### config.mk
export PLATFORM = sky130hd
export DESIGN_NAME = utf8_stream_validator_top
export DESIGN_NICKNAME = d
export VERILOG_FILES = /design/src/sv/utf8v_pkg.sv /design/src/sv/utf8v_lane.sv /design/src/sv/utf8v_merge.sv /design/src/sv/utf8_stream_validator_top.sv
export VERILOG_INCLUDE_DIRS = /design/src /design/src/sv
export SDC_FILE = /design/constraint.sdc
export NUM_CORES = 1
export LEC_CHECK = 0
export BUFFER_PORTS_ARGS = -buffer_cell sky130_fd_sc_hd__buf_2
export CORE_MARGIN = 2
export CORE_UTILIZATION = 58
export CTS_CLUSTER_SIZE = 24
export DETAILED_ROUTE_END_ITERATION = 7
export PLACE_DENSITY_LB_ADDON = 0.2
export SLEW_MARGIN = 20
export SYNTH_ARGS = -nofsm -noshare
export SYNTH_HDL_FRONTEND = slang
export SYNTH_SLANG_ARGS = --single-unit
### constraint.sdc
create_clock -name clk_i -period 6.33 [get_ports clk_i]
set_input_delay 0.9495 -clock clk_i [delete_from_list [all_inputs] [get_ports clk_i]]
set_output_delay 0.9495 -clock clk_i [all_outputs]
set_load 0.1 [all_outputs]
### src/sv/utf8_stream_validator_top_macros.svh
`ifndef UTF8_STREAM_VALIDATOR_TOP_MACROS_SVH
`define UTF8_STREAM_VALIDATOR_TOP_MACROS_SVH

// same-cycle implication, checked out of reset
`define U8V_ASSERT_NOW(label, ante, cons) \
  label: assert property (@(posedge clk_i) disable iff (!rst_ni) (ante) |-> (cons)) \
    else $error("utf8 validator check failed");

// next-cycle implication, checked out of reset
`define U8V_ASSERT_NEXT(label, ante, cons) \
  label: assert property (@(posedge clk_i) disable iff (!rst_ni) (ante) |=> (cons)) \
    else $error("utf8 validator check failed");

`endif

### src/sv/utf8v_pkg.sv
`default_nettype none

package utf8v_pkg;

  localparam int unsigned LANES = 8;
  localparam int unsigned CNT_W = 4;
  localparam int unsigned IN_TDATA_W = 72;
  localparam int unsigned OUT_TDATA_W = 8;

  localparam logic [7:0] LEAD_MAX = 8'hF4;
  localparam logic [7:0] LEAD_SURR = 8'hED;
  localparam logic [7:0] SURR_MAX = 8'h9F;
  localparam logic [7:0] PLANE_MAX = 8'h8F;
  localparam logic [7:0] LEAD2_MIN = 8'hC2;
  localparam logic [7:0] LEAD2_MAX = 8'hDF;
  localparam logic [7:0] LEAD3_MIN = 8'hE0;
  localparam logic [7:0] LEAD3_MAX = 8'hEF;
  localparam logic [7:0] LEAD4_MIN = 8'hF0;
  localparam logic [7:0] OVL_C0 = 8'hC0;
  localparam logic [7:0] OVL_C1 = 8'hC1;
  localparam logic [7:0] E0_MIN = 8'hA0;
  localparam logic [7:0] F0_MIN = 8'h90;

  localparam logic [CNT_W-1:0] CNT_MAX = CNT_W'(LANES);

  typedef logic [1:0] pend_t;

  typedef struct packed {
    pend_t [3:0] nxt;
    logic  [3:0] err;
  } lane_res_t;

endpackage

`default_nettype wire

### src/sv/utf8v_lane.sv
`default_nettype none

module utf8v_lane (
  input  logic                  en_i,
  input  logic [7:0]            byte_i,
  input  logic [7:0]            prev_i,
  output utf8v_pkg::lane_res_t  res_o
);
  import utf8v_pkg::*;

  logic  is_cont;
  logic  base_err;
  logic  fresh_err;
  logic  cont_err;
  pend_t fresh_nxt;

  always_comb begin
    is_cont   = (byte_i[7:6] == 2'b10);
    base_err  = (byte_i > LEAD_MAX);
    fresh_err = is_cont || (byte_i == OVL_C0) || (byte_i == OVL_C1);
    cont_err  = ((prev_i == LEAD3_MIN) && (byte_i < E0_MIN))
             || ((prev_i == LEAD_SURR) && (byte_i > SURR_MAX))
             || ((prev_i == LEAD4_MIN) && (byte_i < F0_MIN))
             || ((prev_i == LEAD_MAX) && (byte_i > PLANE_MAX));
    if (byte_i >= LEAD2_MIN && byte_i <= LEAD2_MAX) begin
      fresh_nxt = 2'd1;
    end else if (byte_i >= LEAD3_MIN && byte_i <= LEAD3_MAX) begin
      fresh_nxt = 2'd2;
    end else if (byte_i >= LEAD4_MIN && byte_i <= LEAD_MAX) begin
      fresh_nxt = 2'd3;
    end else begin
      fresh_nxt = 2'd0;
    end
  end

  always_comb begin
    for (int p = 0; p < 4; p++) begin
      if (!en_i) begin
        res_o.nxt[p] = pend_t'(p);
        res_o.err[p] = 1'b0;
      end else if (p == 0) begin
        res_o.nxt[p] = fresh_nxt;
        res_o.err[p] = base_err || fresh_err;
      end else if (is_cont) begin
        res_o.nxt[p] = pend_t'(p - 1);
        res_o.err[p] = base_err || cont_err;
      end else begin
        res_o.nxt[p] = fresh_nxt;
        res_o.err[p] = 1'b1;
      end
    end
  end

endmodule

`default_nettype wire

### src/sv/utf8v_merge.sv
`default_nettype none

module utf8v_merge (
  input  utf8v_pkg::lane_res_t [utf8v_pkg::LANES-1:0] res_i,
  input  utf8v_pkg::pend_t                             pend_i,
  input  logic                                         err_i,
  input  logic                                         last_i,
  output utf8v_pkg::pend_t                             pend_o,
  output logic                                         err_o
);
  import utf8v_pkg::*;

  pend_t p;
  logic  e;

  always_comb begin
    p = pend_i;
    e = err_i;
    for (int k = 0; k < LANES; k++) begin
      e = e || res_i[k].err[p];
      p = res_i[k].nxt[p];
    end
    if (last_i && (p != 2'd0)) begin
      e = 1'b1;
    end
    pend_o = p;
    err_o  = e;
  end

endmodule

`default_nettype wire

### src/sv/utf8_stream_validator_top.sv
// channel  | dir | tdata (low bit up)                 | tlast       | tuser
// s_axis   | in  | data_bytes[63:0] byte_count[67:64] | last_chunk  | -
// m_axis   | out | error_seen[0] text_valid[1]        | end_of_text | -
//
// One chunk per cycle while the output is not stalled; each result passes the lane register and the output register.
// Eight lanes classify the bytes of a chunk against every possible carried-in
// sequence state; the merge stage chains those maps and carries the state.
// Reset clears the pipeline, the carried state and the sticky error flag.
// A stalled output holds its beat; the input stalls only when both stages are full.
`default_nettype none
`include "utf8_stream_validator_top_macros.svh"

module utf8_stream_validator_top (
  input  logic                              clk_i,
  input  logic                              rst_ni,
  input  logic                              s_axis_tvalid,
  output logic                              s_axis_tready,
  input  logic [utf8v_pkg::IN_TDATA_W-1:0]  s_axis_tdata,  // data_bytes, byte_count, pad
  input  logic                              s_axis_tlast,  // last_chunk
  output logic                              m_axis_tvalid,
  input  logic                              m_axis_tready,
  output logic [utf8v_pkg::OUT_TDATA_W-1:0] m_axis_tdata,  // error_seen, text_valid, pad
  output logic                              m_axis_tlast   // end_of_text
);
  import utf8v_pkg::*;

  logic [LANES*8-1:0] in_bytes;
  logic [CNT_W-1:0]   in_cnt;
  logic [CNT_W-1:0]   cnt_sat;
  logic [7:0]         last_byte;
  logic               have_byte;
  logic [7:0]         prev_q, prev_d;

  lane_res_t [LANES-1:0] lane_res;
  lane_res_t [LANES-1:0] s1_res_q;
  logic                  s1_vld_q;
  logic                  s1_last_q;

  pend_t pend_q, pend_d;
  logic  err_q, err_d;

  logic out_vld_q;
  logic out_err_q;
  logic out_ok_q;
  logic out_last_q;

  logic out_adv;
  logic s1_adv;
  logic s_acc;
  logic s1_move;

  assign in_bytes = s_axis_tdata[LANES*8-1:0];
  assign in_cnt   = s_axis_tdata[64 +: CNT_W];
  assign cnt_sat  = (in_cnt > CNT_MAX) ? CNT_MAX : in_cnt;

  assign out_adv       = !out_vld_q || m_axis_tready;
  assign s1_adv        = !s1_vld_q || out_adv;
  assign s_axis_tready = s1_adv;
  assign s_acc         = s_axis_tvalid && s1_adv;
  assign s1_move       = s1_vld_q && out_adv;

  for (genvar k = 0; k < LANES; k++) begin : g_lane
    logic [7:0] pb;
    if (k == 0) begin : g_first
      assign pb = prev_q;
    end else begin : g_rest
      assign pb = in_bytes[8*(k-1) +: 8];
    end
    utf8v_lane u_lane (
      .en_i   (CNT_W'(k) < cnt_sat),
      .byte_i (in_bytes[8*k +: 8]),
      .prev_i (pb),
      .res_o  (lane_res[k])
    );
  end

  always_comb begin
    last_byte = 8'h00;
    have_byte = 1'b0;
    for (int k = 0; k < LANES; k++) begin
      if (CNT_W'(k + 1) == cnt_sat) begin
        last_byte = in_bytes[8*k +: 8];
        have_byte = 1'b1;
      end
    end
    if (s_axis_tlast) begin
      prev_d = 8'h00;
    end else if (have_byte) begin
      prev_d = last_byte;
    end else begin
      prev_d = prev_q;
    end
  end

  utf8v_merge u_merge (
    .res_i  (s1_res_q),
    .pend_i (pend_q),
    .err_i  (err_q),
    .last_i (s1_last_q),
    .pend_o (pend_d),
    .err_o  (err_d)
  );

  always_ff @(posedge clk_i or negedge rst_ni) begin
    if (!rst_ni) begin
      prev_q     <= 8'h00;
      s1_vld_q   <= 1'b0;
      s1_last_q  <= 1'b0;
      pend_q     <= 2'd0;
      err_q      <= 1'b0;
      out_vld_q  <= 1'b0;
      out_err_q  <= 1'b0;
      out_ok_q   <= 1'b0;
      out_last_q <= 1'b0;
    end else begin
      if (s_acc) begin
        prev_q    <= prev_d;
        s1_last_q <= s_axis_tlast;
      end
      if (s1_adv) begin
        s1_vld_q <= s_axis_tvalid;
      end
      if (s1_move) begin
        pend_q     <= s1_last_q ? 2'd0 : pend_d;
        err_q      <= s1_last_q ? 1'b0 : err_d;
        out_err_q  <= err_d;
        out_ok_q   <= s1_last_q && !err_d;
        out_last_q <= s1_last_q;
      end
      if (out_adv) begin
        out_vld_q <= s1_vld_q;
      end
    end
  end

  always_ff @(posedge clk_i) begin
    if (s_acc) begin
      s1_res_q <= lane_res;
    end
  end

  assign m_axis_tvalid = out_vld_q;
  assign m_axis_tdata  = {{(OUT_TDATA_W-2){1'b0}}, out_ok_q, out_err_q};
  assign m_axis_tlast  = out_last_q;

  `U8V_ASSERT_NOW(a_ok_only_clean_end, out_vld_q && out_ok_q, out_last_q && !out_err_q)
  `U8V_ASSERT_NEXT(a_clear_after_end, s1_move && s1_last_q, pend_q == 2'd0 && err_q == 1'b0)
  `U8V_ASSERT_NEXT(a_error_sticky, err_q && !(s1_move && s1_last_q), err_q)
  `U8V_ASSERT_NEXT(a_stage_holds, s1_vld_q && !out_adv, s1_vld_q && $stable(s1_res_q))

endmodule

`default_nettype wire
==> results.md <==
* Commonest cells post-synth: edfxtp_1, nand2_1, nor2_1, nand3_1, o21ai_0
* P&R area growth vs syn at 10.5%
* Final min period at 5.28 ns
* Worst setup SP type: register
* Total power at 1.93 mW
* Req. time, crit path at 6.64 ns
* Reg clk slew, reported paths at 0.10 ns
* Clock Latency Late Sink at 0.37 ns
* Fin crit share at 83.5%
* Largest area contributor in the netlist: edfxtp_1
* Die Wd at 104 um
* HPWL after DPL at 10,600 um
* R2r startpoint: pend_q[0]
* Gp weighted congestion at 0.917
* Worst Tran Pin Value at 0.913 ns
* Layout net count at 745
* R2R Setup Slk at 1.05 ns
* Synth top area cells: edfxtp_1, dfrtp_1, mux2i_1
* VDD IR-drop max at 0.138 mV
* Design area at 6430 um^2
* Post-CTS sizing at 0
* Syn. warnings at 0
* Non-Filler Instances at 806
* Worst hold path class: input port to asynchronous set/reset pin
* Drt drc at 0
* #FFs+latches synth at 89
* Post-synth ARST share at 19.1%
* Io pins at 88
* Top FF cell, synth: edfxtp_1
* Core box area at 9770 um^2
* Synthesized area per cell at 9.58 um^2
* Dpl ws at 1.05 ns
* Post-Route WL at 13,900 um
* Starting density of the core at 59.6%
* Initial antenna violation count at 0
* H-tree depth at 3
* Placed Cells at 790
* Worst Hold Margin at 0.477 ns
* Max_slew headroom at 39.0%
* Pwr/cell area at 299 nW/um^2
* Buffers on Ports at 77
* Largest net degree at the start of global routing at 47
* Top delay family on crit path: multiplexers
* Area after DPL at 6240 um^2
* Die Area at 10,900 um^2
* Vias/cell at 6.25
* EDFF count, synth at 72
* Final setup TNS at 0 ns
* CTS Buf Count at 9
* Die Y at 104 um
* CTS max path bufs at 2
* F_max at 0.189 GHz
* Initial DRC count at 348
* Synthesized area at 5820 um^2
* R2R depth at 15
* Overall Global Routing Usage at 25.9%
* Clock root buffer master: clkbuf_8
* Layout cells sized above 1 at 18.0%
* Row cnt at 36
* CTS tree: yes
* CP Data Arrival Time at 5.59 ns
* Cells after synthesis at 608
* Critical Path End Type: register
* RSZ-0062 raised after global routing: no
* # Post-CTS Setup Buffers at 0
* Crit-path cells: mux4_2 -> mux2_4 -> mux2i_4 -> nor2_2 -> a31oi_4 -> mux2i_1 -> mux2_2 -> o31ai_4 -> mux2i_1 -> mux2i_4 -> mux2_4 -> mux2i_4 -> mux2i_1 -> or4_1 -> nand3_1
* Setup WS post-layout at 1.05 ns
* Post-synth cell types at 68
* CTS sink cnt at 89
* Post-DR wirelength/cell at 17.2 um
* Final core utilization at 65.8%
* P_leak at 2.60 nW
* Crit path max fanout at 10
* Count leader, synth: edfxtp_1
* Fin. max-slew vios at 0
* Buf/Inv on CP at 0
* Critical R2R Capture: pend_q[1]
* GRT overflow at 0
* Router iterations before antenna repair at 5
* CTS Hold Bufs at 0
* MaxCap Viol Count at 0
* Register area share after synthesis at 44.4%
* Ant. Diodes at 0
* Vias in the first global route at 4,703
* Fin Clk Skew at 0.0159 ns
* Endpoints failing setup at 0
* First-pass GRT wire length at 22,900 um
* Status: complete, no violations
* Vias at 5,039
* Crit-path max cell delay at 0.63 ns
* Top cell type's share of synthesized area at 37.1%
* Worst Path Class, Setup: register to register
* CP max stage cell: mux4_2
* Hold Fails Final Rpt at 0
* Final ANT Viol Nets at 0
-- registers in the layout, summed over array words and instances, names as in the netlist --
name           cells
pend_q             2
out_err_q          1
m_axis_tlast       1
g_lane.pb          8
err_q              1
out_ok_q           1
m_axis_tvalid      1
s1_vld_q           1
s1_last_q          1
s1_res_q          72
-- cells by family after synthesis --
kind of cell | after synthesis | share of synthesized area, %
AOI/OAI and AO/OA | 192 | 22.9
muxes | 44 | 9.11
DFF | 89 | 44.4
other | 1 | 0.0644
buffers and inverters | 53 | 4.06
and+or+nand+nor | 228 | 19.3
xor gates and xnor gates | 1 | 0.150
-- power by group --
group / switching, mW / leakage [nW] / total, mW / internal, mW
clock network: 0.229 / 0.100 / 0.383 / 0.154
logic: 0.475 / 1.58 / 0.814 / 0.339
registers: 0.0380 / 0.921 / 0.729 / 0.691
-- layer usage --
layer	wire length [um]	up-vias	track usage, %
met2	6730	199	43.0
li1	-	2425	-
met1	5850	2392	35.6
met5	0	-	0
met3	1020	23	2.88
met4	274	0	8.88
-- worst reg2reg max path, cell delays in order, from the launching register on --
cell and delay (ns):
dfrtp_1 0.57, mux4_2 0.63, mux2_4 0.34, mux2i_4 0.24, nor2_2 0.08, a31oi_4 0.26, mux2i_1 0.40, mux2_2 0.41
o31ai_4 0.45, mux2i_1 0.19, mux2i_4 0.39, mux2_4 0.36, mux2i_4 0.28, mux2i_1 0.11, or4_1 0.41, nand3_1 0.11
-- layout make-up --
type / count / area (um^2)
fillers: 822 / 3340
repair buffers: 78 / 393
clock buffers: 9 / 124
well taps: 133 / 166
flip-flops and latches: 89 / 2590
multi-input cells: 471 / 3020
clock inverters: 7 / 73.8
inverters: 19 / 71.3
-- cell usage in the layout, fill, tap and decap left out, types with 9 or more instances in the layout --
master | netlist | routed
a21o_1 | 21 | 21
a21oi_1 | 32 | 32
a22oi_1 | 20 | 20
a31oi_1 | 10 | 10
buf_2 | 0 | 77
clkbuf_8 | 0 | 9
dfrtp_1 | 17 | 17
edfxtp_1 | 72 | 72
inv_1 | 19 | 18
mux2i_1 | 25 | 25
nand2_1 | 56 | 56
nand2b_1 | 21 | 21
nand3_1 | 35 | 35
nor2_1 | 52 | 52
nor3_1 | 22 | 22
o21ai_0 | 34 | 34
o22ai_1 | 10 | 10
-- how the worst max path moves through the flow --
stage	startpoint	depth (start not counted)	end	slack (ns)
after CTS	pend_q[0]	15	pend_q[1]	1.04
after detailed placement	pend_q[0]	15	out_err_q	1.05
after floorplan	pend_q[1]	16	pend_q[1]	1.77
after global placement	pend_q[0]	15	out_err_q	1.22
after global routing	pend_q[0]	15	pend_q[1]	0.83
final	pend_q[0]	15	pend_q[1]	1.05
(Power assumes the default switching activity.)
